===== config.mk =====
export PLATFORM = sky130hd
export DESIGN_NAME = resident_id_validator_core
export DESIGN_NICKNAME = d
export VERILOG_FILES = /design/src/rtl/core/rid_pkg.sv /design/src/rtl/core/rid_sum_stage.sv /design/src/rtl/core/rid_check_stage.sv /design/src/rtl/core/rid_match_stage.sv /design/src/rtl/core/resident_id_validator_core.sv
export SDC_FILE = /design/constraint.sdc
export NUM_CORES = 2
export LEC_CHECK = 0
export ABC_AREA = 1
export BUFFER_PORTS_ARGS = -buffer_cell sky130_fd_sc_hd__buf_2
export CAP_MARGIN = 30
export CORE_MARGIN = 4
export CORE_UTILIZATION = 43
export CTS_BUF_LIST = sky130_fd_sc_hd__clkbuf_4
export DETAILED_ROUTE_END_ITERATION = 6
export PLACE_DENSITY = 0.65
export SLEW_MARGIN = 20
export SYNTH_ARGS = -nofsm -noshare
export SYNTH_HDL_FRONTEND = slang
export SYNTH_HIERARCHICAL = 1
export SYNTH_SLANG_ARGS = --single-unit

===== constraint.sdc =====
create_clock -name i_clk -period 12.57 [get_ports i_clk]
set_input_delay 0 -clock i_clk [delete_from_list [all_inputs] [get_ports i_clk]]
set_output_delay 0 -clock i_clk [all_outputs]
set_load 0.05 [all_outputs]

===== src/rtl/core/rid_pkg.sv =====
// Package for the resident ID validator core.
// Types, constants and helper functions shared by the pipeline stages.
// No dependencies.
`default_nettype none

package rid_pkg;

    localparam int NUM_OLD  = 15;
    localparam int NUM_NEW  = 18;
    localparam int NUM_WIDE = 17;
    localparam int NUM_CODE = 11;

    localparam int OLD_W  = 4 * NUM_OLD;
    localparam int NEW_W  = 4 * NUM_NEW;
    localparam int HALF_W = NEW_W / 2;

    typedef logic [3:0] t_nib;

    localparam t_nib WEIGHT_TAB [NUM_WIDE] = '{
        4'd7, 4'd9, 4'd10, 4'd5, 4'd8, 4'd4, 4'd2, 4'd1, 4'd6,
        4'd3, 4'd7, 4'd9, 4'd10, 4'd5, 4'd8, 4'd4, 4'd2
    };
    localparam t_nib CODE_TAB [NUM_CODE] = '{
        4'd1, 4'd0, 4'd10, 4'd9, 4'd8, 4'd7, 4'd6, 4'd5, 4'd4, 4'd3, 4'd2
    };

    // configuration register indexes
    localparam int CFG_IDX_W = 2;
    localparam logic [CFG_IDX_W-1:0] CFG_REF_YEAR  = 2'd0;
    localparam logic [CFG_IDX_W-1:0] CFG_REF_MONTH = 2'd1;
    localparam logic [CFG_IDX_W-1:0] CFG_REF_DAY   = 2'd2;

    localparam logic [13:0] RST_REF_YEAR  = 14'd2017;
    localparam logic [3:0]  RST_REF_MONTH = 4'd5;
    localparam logic [4:0]  RST_REF_DAY   = 5'd10;

    localparam logic [13:0] YEAR_1900 = 14'd1900;
    localparam logic [13:0] YEAR_2000 = 14'd2000;
    localparam logic [6:0]  LONG_TERM = 7'd100;
    localparam t_nib        MAX_DIGIT = 4'd9;

    // y / 100 = (y * 5243) >> 19, exact for 14-bit y
    localparam logic [12:0] HUND_RECIP = 13'd5243;
    localparam logic [13:0] HUND       = 14'd100;
    // s / 11 = (s * 2979) >> 15, exact for 11-bit weighted sums
    localparam logic [11:0] ELEV_RECIP = 12'd2979;
    localparam logic [10:0] ELEV       = 11'd11;
    // v / 10 = (v * 205) >> 11, exact below 1029
    localparam logic [7:0]  TEN_RECIP  = 8'd205;

    typedef struct packed {
        logic [OLD_W-1:0]  old_digits;
        logic [NEW_W-1:0]  new_chars;
        logic [1:0]        extra_chars;
        logic [13:0]       birth_year;
        logic [3:0]        birth_month;
        logic [5:0]        birth_day;
        logic [13:0]       issue_year;
        logic [3:0]        issue_month;
        logic [5:0]        issue_day;
        logic [6:0]        valid_years;
    } t_rec;

    typedef struct packed {
        logic [13:0] ref_year;
        logic [3:0]  ref_month;
        logic [4:0]  ref_day;
    } t_ref;

    typedef struct packed {
        logic [OLD_W-1:0] old_digits;
        logic [NEW_W-1:0] new_chars;
        logic             ext_bad;
        logic             digits;
        logic [13:0]      birth_year;
        logic [7:0]       birth_q;
        logic [3:0]       birth_month;
        logic [5:0]       birth_day;
        logic [13:0]      issue_year;
        logic [7:0]       issue_q;
        logic [3:0]       issue_month;
        logic [5:0]       issue_day;
        logic [14:0]      exp_year;
        logic             long_term;
        logic [7:0]       cent;
        logic [10:0]      psum_a;
        logic [10:0]      psum_b;
    } t_s1;

    typedef struct packed {
        logic [OLD_W-1:0] old_digits;
        logic [NEW_W-1:0] new_chars;
        logic             ok;
        logic             digits;
        logic [6:0]       birth_rem;
        logic [7:0]       cent;
        logic [10:0]      sum;
        logic [6:0]       sum_q;
    } t_s2;

    function automatic logic is_leap(input logic [1:0] y_low, input logic [1:0] q_low,
                                     input logic rem_zero);
        is_leap = rem_zero ? (q_low == 2'd0) : (y_low == 2'd0);
    endfunction

    function automatic logic date_ok(input logic [3:0] m, input logic [5:0] d,
                                     input logic leap);
        logic [5:0] top;
        case (m) inside
            4'd4, 4'd6, 4'd9, 4'd11:                 top = 6'd30;
            4'd2:                                    top = leap ? 6'd29 : 6'd28;
            4'd1, 4'd3, 4'd5, 4'd7, 4'd8, 4'd10, 4'd12: top = 6'd31;
            default:                                 top = 6'd0;
        endcase
        date_ok = (d != 6'd0) && (d <= top);
    endfunction

    // character i of the widened 17-digit number
    function automatic t_nib wide_char(input logic [OLD_W-1:0] old, input logic [7:0] cent,
                                       input int i);
        if (i < 6)
            wide_char = old[4*(NUM_OLD-1-i) +: 4];
        else if (i == 6)
            wide_char = cent[7:4];
        else if (i == 7)
            wide_char = cent[3:0];
        else
            wide_char = old[4*(NUM_OLD+1-i) +: 4];
    endfunction

endpackage

`default_nettype wire


===== src/rtl/core/rid_sum_stage.sv =====
// Stage 1: digit scan, century insertion, weighted half sums, year quotients.
// Depends on rid_pkg.
`default_nettype none

module rid_sum_stage import rid_pkg::*; (
    input  wire logic i_clk,
    input  wire logic i_en,
    input  wire t_rec i_rec,
    output t_s1       o_s1
);

    t_s1         r_s1;
    t_s1         n_s1;
    logic [26:0] by_prod;
    logic [26:0] iy_prod;
    logic [10:0] term;

    always_comb begin
        n_s1             = '0;
        n_s1.old_digits  = i_rec.old_digits;
        n_s1.new_chars   = i_rec.new_chars;
        n_s1.ext_bad     = |i_rec.extra_chars;
        n_s1.birth_year  = i_rec.birth_year;
        n_s1.birth_month = i_rec.birth_month;
        n_s1.birth_day   = i_rec.birth_day;
        n_s1.issue_year  = i_rec.issue_year;
        n_s1.issue_month = i_rec.issue_month;
        n_s1.issue_day   = i_rec.issue_day;
        n_s1.exp_year    = 15'(i_rec.issue_year) + 15'(i_rec.valid_years);
        n_s1.long_term   = (i_rec.valid_years == LONG_TERM);

        by_prod = 27'(i_rec.birth_year) * 27'(HUND_RECIP);
        iy_prod = 27'(i_rec.issue_year) * 27'(HUND_RECIP);
        n_s1.birth_q = by_prod[26:19];
        n_s1.issue_q = iy_prod[26:19];

        n_s1.digits = 1'b1;
        for (int i = 0; i < NUM_OLD; i++) begin
            if (i_rec.old_digits[4*(NUM_OLD-1-i) +: 4] > MAX_DIGIT)
                n_s1.digits = 1'b0;
        end

        if (i_rec.birth_year >= YEAR_2000)
            n_s1.cent = {4'd2, 4'd0};
        else if (i_rec.birth_year >= YEAR_1900)
            n_s1.cent = {4'd1, 4'd9};
        else
            n_s1.cent = i_rec.old_digits[4*(NUM_OLD-8) +: 8];

        for (int i = 0; i < NUM_WIDE; i++) begin
            term = 11'(wide_char(i_rec.old_digits, n_s1.cent, i)) * 11'(WEIGHT_TAB[i]);
            if (i < 9)
                n_s1.psum_a = n_s1.psum_a + term;
            else
                n_s1.psum_b = n_s1.psum_b + term;
        end
    end

    always_ff @(posedge i_clk) begin
        if (i_en) begin
            r_s1 <= n_s1;
        end
    end

    assign o_s1 = r_s1;

endmodule

`default_nettype wire


===== src/rtl/core/rid_check_stage.sv =====
// Stage 2: calendar checks, birth month/day match, expiry compare, mod-11 quotient.
// Depends on rid_pkg.
`default_nettype none

module rid_check_stage import rid_pkg::*; (
    input  wire logic i_clk,
    input  wire logic i_en,
    input  wire t_s1  i_s1,
    input  wire t_ref i_ref,
    output t_s2       o_s2
);

    t_s2         r_s2;
    t_s2         n_s2;
    logic [13:0] by_rem;
    logic [13:0] iy_rem;
    logic        b_leap;
    logic        i_leap;
    logic [13:0] bd_prod;
    logic [2:0]  bd_tens;
    logic [5:0]  bd_ones;
    logic        bm_tens;
    logic [3:0]  bm_ones;
    logic        bd_bm_ok;
    logic        exp_ok;
    logic [22:0] sum_prod;

    always_comb begin
        by_rem = i_s1.birth_year - 14'(i_s1.birth_q) * HUND;
        iy_rem = i_s1.issue_year - 14'(i_s1.issue_q) * HUND;
        b_leap = is_leap(i_s1.birth_year[1:0], i_s1.birth_q[1:0], by_rem == 14'd0);
        i_leap = is_leap(i_s1.issue_year[1:0], i_s1.issue_q[1:0], iy_rem == 14'd0);

        bd_prod = 14'(i_s1.birth_day) * 14'(TEN_RECIP);
        bd_tens = bd_prod[13:11];
        bd_ones = i_s1.birth_day - 6'(bd_tens) * 6'd10;
        bm_tens = (i_s1.birth_month >= 4'd10);
        bm_ones = bm_tens ? i_s1.birth_month - 4'd10 : i_s1.birth_month;

        bd_bm_ok = (i_s1.old_digits[4*(NUM_OLD-11) +: 4] == 4'(bd_tens))
                && (i_s1.old_digits[4*(NUM_OLD-12) +: 4] == bd_ones[3:0])
                && (i_s1.old_digits[4*(NUM_OLD-9) +: 4] == 4'(bm_tens))
                && (i_s1.old_digits[4*(NUM_OLD-10) +: 4] == bm_ones);

        if (i_s1.long_term)
            exp_ok = 1'b1;
        else if (i_s1.exp_year != 15'(i_ref.ref_year))
            exp_ok = (i_s1.exp_year > 15'(i_ref.ref_year));
        else if (i_s1.issue_month != i_ref.ref_month)
            exp_ok = (i_s1.issue_month > i_ref.ref_month);
        else
            exp_ok = (i_s1.issue_day >= 6'(i_ref.ref_day));

        n_s2.old_digits = i_s1.old_digits;
        n_s2.new_chars  = i_s1.new_chars;
        n_s2.digits     = i_s1.digits;
        n_s2.cent       = i_s1.cent;
        n_s2.birth_rem  = by_rem[6:0];
        n_s2.ok = !i_s1.ext_bad && i_s1.digits && bd_bm_ok && exp_ok
               && date_ok(i_s1.birth_month, i_s1.birth_day, b_leap)
               && date_ok(i_s1.issue_month, i_s1.issue_day, i_leap);

        n_s2.sum   = i_s1.psum_a + i_s1.psum_b;
        sum_prod   = 23'(n_s2.sum) * 23'(ELEV_RECIP);
        n_s2.sum_q = sum_prod[21:15];
    end

    always_ff @(posedge i_clk) begin
        if (i_en) begin
            r_s2 <= n_s2;
        end
    end

    assign o_s2 = r_s2;

endmodule

`default_nettype wire


===== src/rtl/core/rid_match_stage.sv =====
// Stage 3: check character, birth year digit match, full new-number compare.
// Depends on rid_pkg.
`default_nettype none

module rid_match_stage import rid_pkg::*; (
    input  wire logic       i_clk,
    input  wire logic       i_en,
    input  wire t_s2        i_s2,
    output logic            o_id_valid,
    output logic [3:0]      o_check_char
);

    logic        r_id_valid;
    logic [3:0]  r_check_char;
    logic        n_id_valid;
    logic [3:0]  n_check_char;
    logic [10:0] rem_w;
    logic [14:0] yr_prod;
    logic [3:0]  yr_tens;
    logic [6:0]  yr_ones;
    logic        match;

    always_comb begin
        rem_w = i_s2.sum - 11'(i_s2.sum_q) * ELEV;
        n_check_char = 4'd0;
        if (i_s2.digits) begin
            for (int k = 0; k < NUM_CODE; k++) begin
                if (rem_w[3:0] == 4'(k))
                    n_check_char = CODE_TAB[k];
            end
        end

        yr_prod = 15'(i_s2.birth_rem) * 15'(TEN_RECIP);
        yr_tens = yr_prod[14:11];
        yr_ones = i_s2.birth_rem - 7'(yr_tens) * 7'd10;

        match = (i_s2.old_digits[4*(NUM_OLD-7) +: 4] == yr_tens)
             && (i_s2.old_digits[4*(NUM_OLD-8) +: 4] == yr_ones[3:0])
             && (i_s2.new_chars[3:0] == n_check_char);
        for (int i = 0; i < NUM_WIDE; i++) begin
            if (i_s2.new_chars[4*(NUM_NEW-1-i) +: 4] != wide_char(i_s2.old_digits, i_s2.cent, i))
                match = 1'b0;
        end
        n_id_valid = i_s2.ok && match;
    end

    always_ff @(posedge i_clk) begin
        if (i_en) begin
            r_id_valid   <= n_id_valid;
            r_check_char <= n_check_char;
        end
    end

    assign o_id_valid   = r_id_valid;
    assign o_check_char = r_check_char;

endmodule

`default_nettype wire


===== src/rtl/core/resident_id_validator_core.sv =====
// Resident ID validator: one record per cycle while the output is not stalled, through three
// register stages (sum stage, check stage, match stage) that each record passes in that order.
// A stalled output backs up the pipeline, and empty stages keep taking records.
// Reference date registers are written by index.
// Depends on rid_pkg, rid_sum_stage, rid_check_stage, rid_match_stage.
`default_nettype none

module resident_id_validator_core import rid_pkg::*; (
    input  wire logic                 i_clk,
    input  wire logic                 i_rst_n,
    input  wire logic                 i_valid,
    output logic                      o_stall,
    input  wire logic [OLD_W-1:0]     i_old_digits,
    input  wire logic [HALF_W-1:0]    i_new_head,
    input  wire logic [HALF_W-1:0]    i_new_tail,
    input  wire logic [1:0]           i_extra_chars,
    input  wire logic [13:0]          i_birth_year,
    input  wire logic [3:0]           i_birth_month,
    input  wire logic [5:0]           i_birth_day,
    input  wire logic [13:0]          i_issue_year,
    input  wire logic [3:0]           i_issue_month,
    input  wire logic [5:0]           i_issue_day,
    input  wire logic [6:0]           i_valid_years,
    output logic                      o_valid,
    input  wire logic                 i_stall,
    output logic                      o_id_valid,
    output logic [3:0]                o_check_char,
    input  wire logic                 i_cfg_valid,
    output logic                      o_cfg_ready,
    input  wire logic [CFG_IDX_W-1:0] i_cfg_index,
    input  wire logic [13:0]          i_cfg_data
);

    t_ref       r_ref;
    logic [2:0] r_v;
    logic [2:0] adv;
    t_rec       rec;
    t_s1        s1;
    t_s2        s2;

    assign o_cfg_ready = 1'b1;

    always_ff @(posedge i_clk) begin
        if (!i_rst_n) begin
            r_ref.ref_year  <= RST_REF_YEAR;
            r_ref.ref_month <= RST_REF_MONTH;
            r_ref.ref_day   <= RST_REF_DAY;
        end else if (i_cfg_valid) begin
            unique case (i_cfg_index)
                CFG_REF_YEAR:  r_ref.ref_year  <= i_cfg_data;
                CFG_REF_MONTH: r_ref.ref_month <= i_cfg_data[3:0];
                CFG_REF_DAY:   r_ref.ref_day   <= i_cfg_data[4:0];
                default: ;
            endcase
        end
    end

    // a stage advances when it is empty or the stage after it advances
    assign adv[2]  = !r_v[2] || !i_stall;
    assign adv[1]  = !r_v[1] || adv[2];
    assign adv[0]  = !r_v[0] || adv[1];
    assign o_stall = !adv[0];
    assign o_valid = r_v[2];

    always_ff @(posedge i_clk) begin
        if (!i_rst_n) begin
            r_v <= '0;
        end else begin
            if (adv[0]) r_v[0] <= i_valid;
            if (adv[1]) r_v[1] <= r_v[0];
            if (adv[2]) r_v[2] <= r_v[1];
        end
    end

    always_comb begin
        rec.old_digits  = i_old_digits;
        rec.new_chars   = {i_new_head, i_new_tail};
        rec.extra_chars = i_extra_chars;
        rec.birth_year  = i_birth_year;
        rec.birth_month = i_birth_month;
        rec.birth_day   = i_birth_day;
        rec.issue_year  = i_issue_year;
        rec.issue_month = i_issue_month;
        rec.issue_day   = i_issue_day;
        rec.valid_years = i_valid_years;
    end

    rid_sum_stage u_sum (
        .i_clk (i_clk),
        .i_en  (adv[0]),
        .i_rec (rec),
        .o_s1  (s1)
    );

    rid_check_stage u_check (
        .i_clk (i_clk),
        .i_en  (adv[1]),
        .i_s1  (s1),
        .i_ref (r_ref),
        .o_s2  (s2)
    );

    rid_match_stage u_match (
        .i_clk        (i_clk),
        .i_en         (adv[2]),
        .i_s2         (s2),
        .o_id_valid   (o_id_valid),
        .o_check_char (o_check_char)
    );

    a_stall_full: assert property (@(posedge i_clk) disable iff (!i_rst_n)
        o_stall |-> (r_v == 3'b111))
        else $error("input stalled with an empty stage");

    a_stage0_hold: assert property (@(posedge i_clk) disable iff (!i_rst_n)
        (r_v[0] && !adv[1]) |=> r_v[0])
        else $error("stage 1 transaction lost while blocked");

    a_stage1_hold: assert property (@(posedge i_clk) disable iff (!i_rst_n)
        (r_v[1] && !adv[2]) |=> r_v[1])
        else $error("stage 2 transaction lost while blocked");

    a_code_range: assert property (@(posedge i_clk) disable iff (!i_rst_n)
        o_valid |-> (o_check_char <= 4'd10))
        else $error("check character out of range");

endmodule

`default_nettype wire


==> flow_metrics.py <==
metrics = {
    "routing": {
        "drtAntennaViolNets": 0,
        "routedWlPerCell_um": 16.7,
        "first_pass_iters": 7,
        "highest_layer": "met5",
        "met2_length_um": 45000,
        "dr_wl_met3_um": 4770,
        "via_count": 26682,
        "avgViaCountPerCell": 4.84,
        "drc": 2,
        "drt-total-wl_um": 92100,
        "met1_length_um": 39300,
        "drtIter0Drc": 1498,
    },
    "cts": {
        "htreeDepth": 3,
        "clock_latency_ns": 0.93,
        "clkSinkCount": 432,
        "numCtsBuffers": 117,
        "root_buffer": "clkbuf_4",
        "cts_hold_buf": 442,
        "cts_tree": "done",
        "cts_setup_buffers": 0,
        "clk_pin_slew_ns": 0.07,
        "ctsResizeCount": 0,
        "cts_buffer_depth": 3,
    },
    "worst_hold_path": {
        "holdPathStages": 3,
        "worstHoldStart": "i_valid_years[0]",
        "hold_class": "in -> reg",
        "worstHoldEndpoint": "u_sum/o_s1[31]$_DFFE_PP_",
    },
    "worst_setup_path": {
        "r2r-start": "u_sum/o_s1[2]$_DFFE_PP_",
        "crit_type": "in -> reg",
        "crit_family": "adder cells",
        "crit_slowest_cell": "fa_1",
        "worstPathRequired_ns": 13.24,
        "rrSetupSlack_ns": 6.70,
        "cp.depth": 24,
        "end_kind": "flop",
        "reg2reg_depth": 25,
        "cp-start-kind": "primary input",
        "max_stage_delay_ns": 0.55,
        "critPathMostFrequentCell": "fa_1",
        "critPathMaxFanout": 8,
        "worstReg2RegEnd": "u_check/o_s2[3]$_DFFE_PP_",
        "path_buf_inv": 6,
        "arrival_ns": 6.57,
        "crit_chain": "dlygate4sd3_1, buf_2, inv_1, ha_1, a21oi_1, nor2_1, o21ai_2, nand2_1, o21ai_0, fa_1, fa_1, inv_1, fa_1, fa_1, fa_1, inv_1, fa_1, inv_1, ha_1, nand3_1, nand2_1, a21oi_1, o21ai_0, xor2_1",
    },
    "yosys": {
        "synthCells": 3565,
        "synthesis.area_um2": 35500,
        "syn_nets": 4607,
        "yosysWarnings": 6,
        "synth.avg_cell_area_um2": 9.95,
    },
    "cells_and_area": {
        "drive_gt1_frac": 0.106,
        "nNetsFinal": 5382,
        "area_growth_pct": 23.5,
        "fill_cells": 7280,
        "finalNonFillerCells": 5508,
    },
    "sta": {
        "max_freq_mhz": 169,
        "rsz0062_at_grt": "false",
        "fin_setup_tns_ns": 0,
        "finalHoldViolCount": 0,
        "clock_skew_ns": 0.0791,
        "drv_slew": 0,
        "slew_headroom": 0.372,
        "worst_slew_pin_slew_ns": 0.942,
        "setup_viol": 0,
        "post-route-min-period_ns": 5.90,
        "fin_crit_sh": 0.470,
    },
    "placed_design": {
        "place_inst": 4849,
        "hpwl_um": 69900,
        "port_buffers": 216,
        "gp_congestion": 0.910,
    },
    "run_status": {
        "failed_checks": "DRC",
        "status": "finished, violations left",
    },
    "global_route": {
        "grtUsageTotal": 0.216,
        "globalRouteOverflowTotal": 0,
        "grt_first_pass_wirelength_um": 147000,
        "grt_max_degree": 74,
        "grt_pass1_vias": 27858,
        "antenna_found_initial": 17,
    },
    "floorplan": {
        "dieHeight_um": 295,
        "dieArea_um2": 87200,
        "die_w_um": 295,
        "core_area_um2": 82000,
        "num_io_pins": 218,
        "start_util": 0.433,
        "rows": 105,
    },
    "job": {
        "cap_violations": 0,
    },
}
==> tightest hold or removal path, cell delays in order <==
cell and delay, ns:
dlygate4sd3_1 0.52, buf_2 0.13, ha_1 0.22
==> layer usage <==
metal  track usage  vias up
met5             0        -
met4        0.0752        6
met2         0.374      690
met3        0.0345      190
met1         0.276    12664
li1              -    13132
==> worst max-delay path by stage <==
stage	slack (ns)	end	start
floorplan	1.61	o_stall	r_v[2]$_SDFFE_PN0P_
global placement	6.44	u_sum/o_s1[19]$_DFFE_PP_	i_birth_year[4]
global route	6.25	u_check/o_s2[3]$_DFFE_PP_	u_sum/o_s1[2]$_DFFE_PP_
CTS	6.65	u_check/o_s2[3]$_DFFE_PP_	u_sum/o_s1[2]$_DFFE_PP_
finish	6.67	u_sum/o_s1[18]$_DFFE_PP_	i_birth_year[4]
detailed placement	6.25	u_sum/o_s1[18]$_DFFE_PP_	i_birth_year[4]
==> flip-flops by register name, summed over array words and instances (netlist names) <==
register and flops:
u_match/o_id_valid 1, u_match/o_check_char 4, r_v 3, r_ref 23, u_sum/o_s1 244, u_check/o_s2 157
==> layout by cell type, fill, tap and decap left out, drive strengths merged, types with 4 or more instances in the layout <==
master,count
a21o,17
o211ai,8
a21boi,5
or2,12
nand3,135
o21a,6
nand4,53
dlygate4sd3,442
edfxtp,406
nor3,27
nand3b,14
diode,14
dfxtp,26
inv,826
clkinv,33
nand2,607
buf,222
xor2,64
o21bai,14
a21oi,126
a31oi,4
xnor2,33
ha,558
fa,274
o21ai,108
clkbuf,167
nor2,221
==> area by class of cell <==
class / count / area, µm² / area share
diodes: 14 / 35.0 / 0.000800
clock buffers: 167 / 1250 / 0.0286
clock inverters: 36 / 191 / 0.00437
inverters: 823 / 3090 / 0.0705
multi-input cells: 2302 / 19600 / 0.448
flip-flops and latches: 432 / 12700 / 0.290
well taps: 1070 / 1340 / 0.0306
repair buffers: 664 / 5550 / 0.127
==> stage by stage <==
| stage | setup slack (ns) | utilization | hold WS, ns | area, µm² |
|---|---|---|---|---|
| final | 6.67 | 0.535 | 0.0827 | 43800 |
| after global routing | 6.25 | 0.534 | -0.000367 | 43800 |
| after CTS | 6.65 | 0.534 | 0.00162 | 43800 |
| after detailed placement | 6.25 | 0.462 | 0.178 | 37900 |
| after global placement | 6.44 | 0.462 | 0.177 | 37900 |
| after floorplan | 1.61 | - | 0.0989 | 35500 |
Power is not shown: default switching activity piles up to over one toggle a cycle in this logic, so the estimate is an artifact.
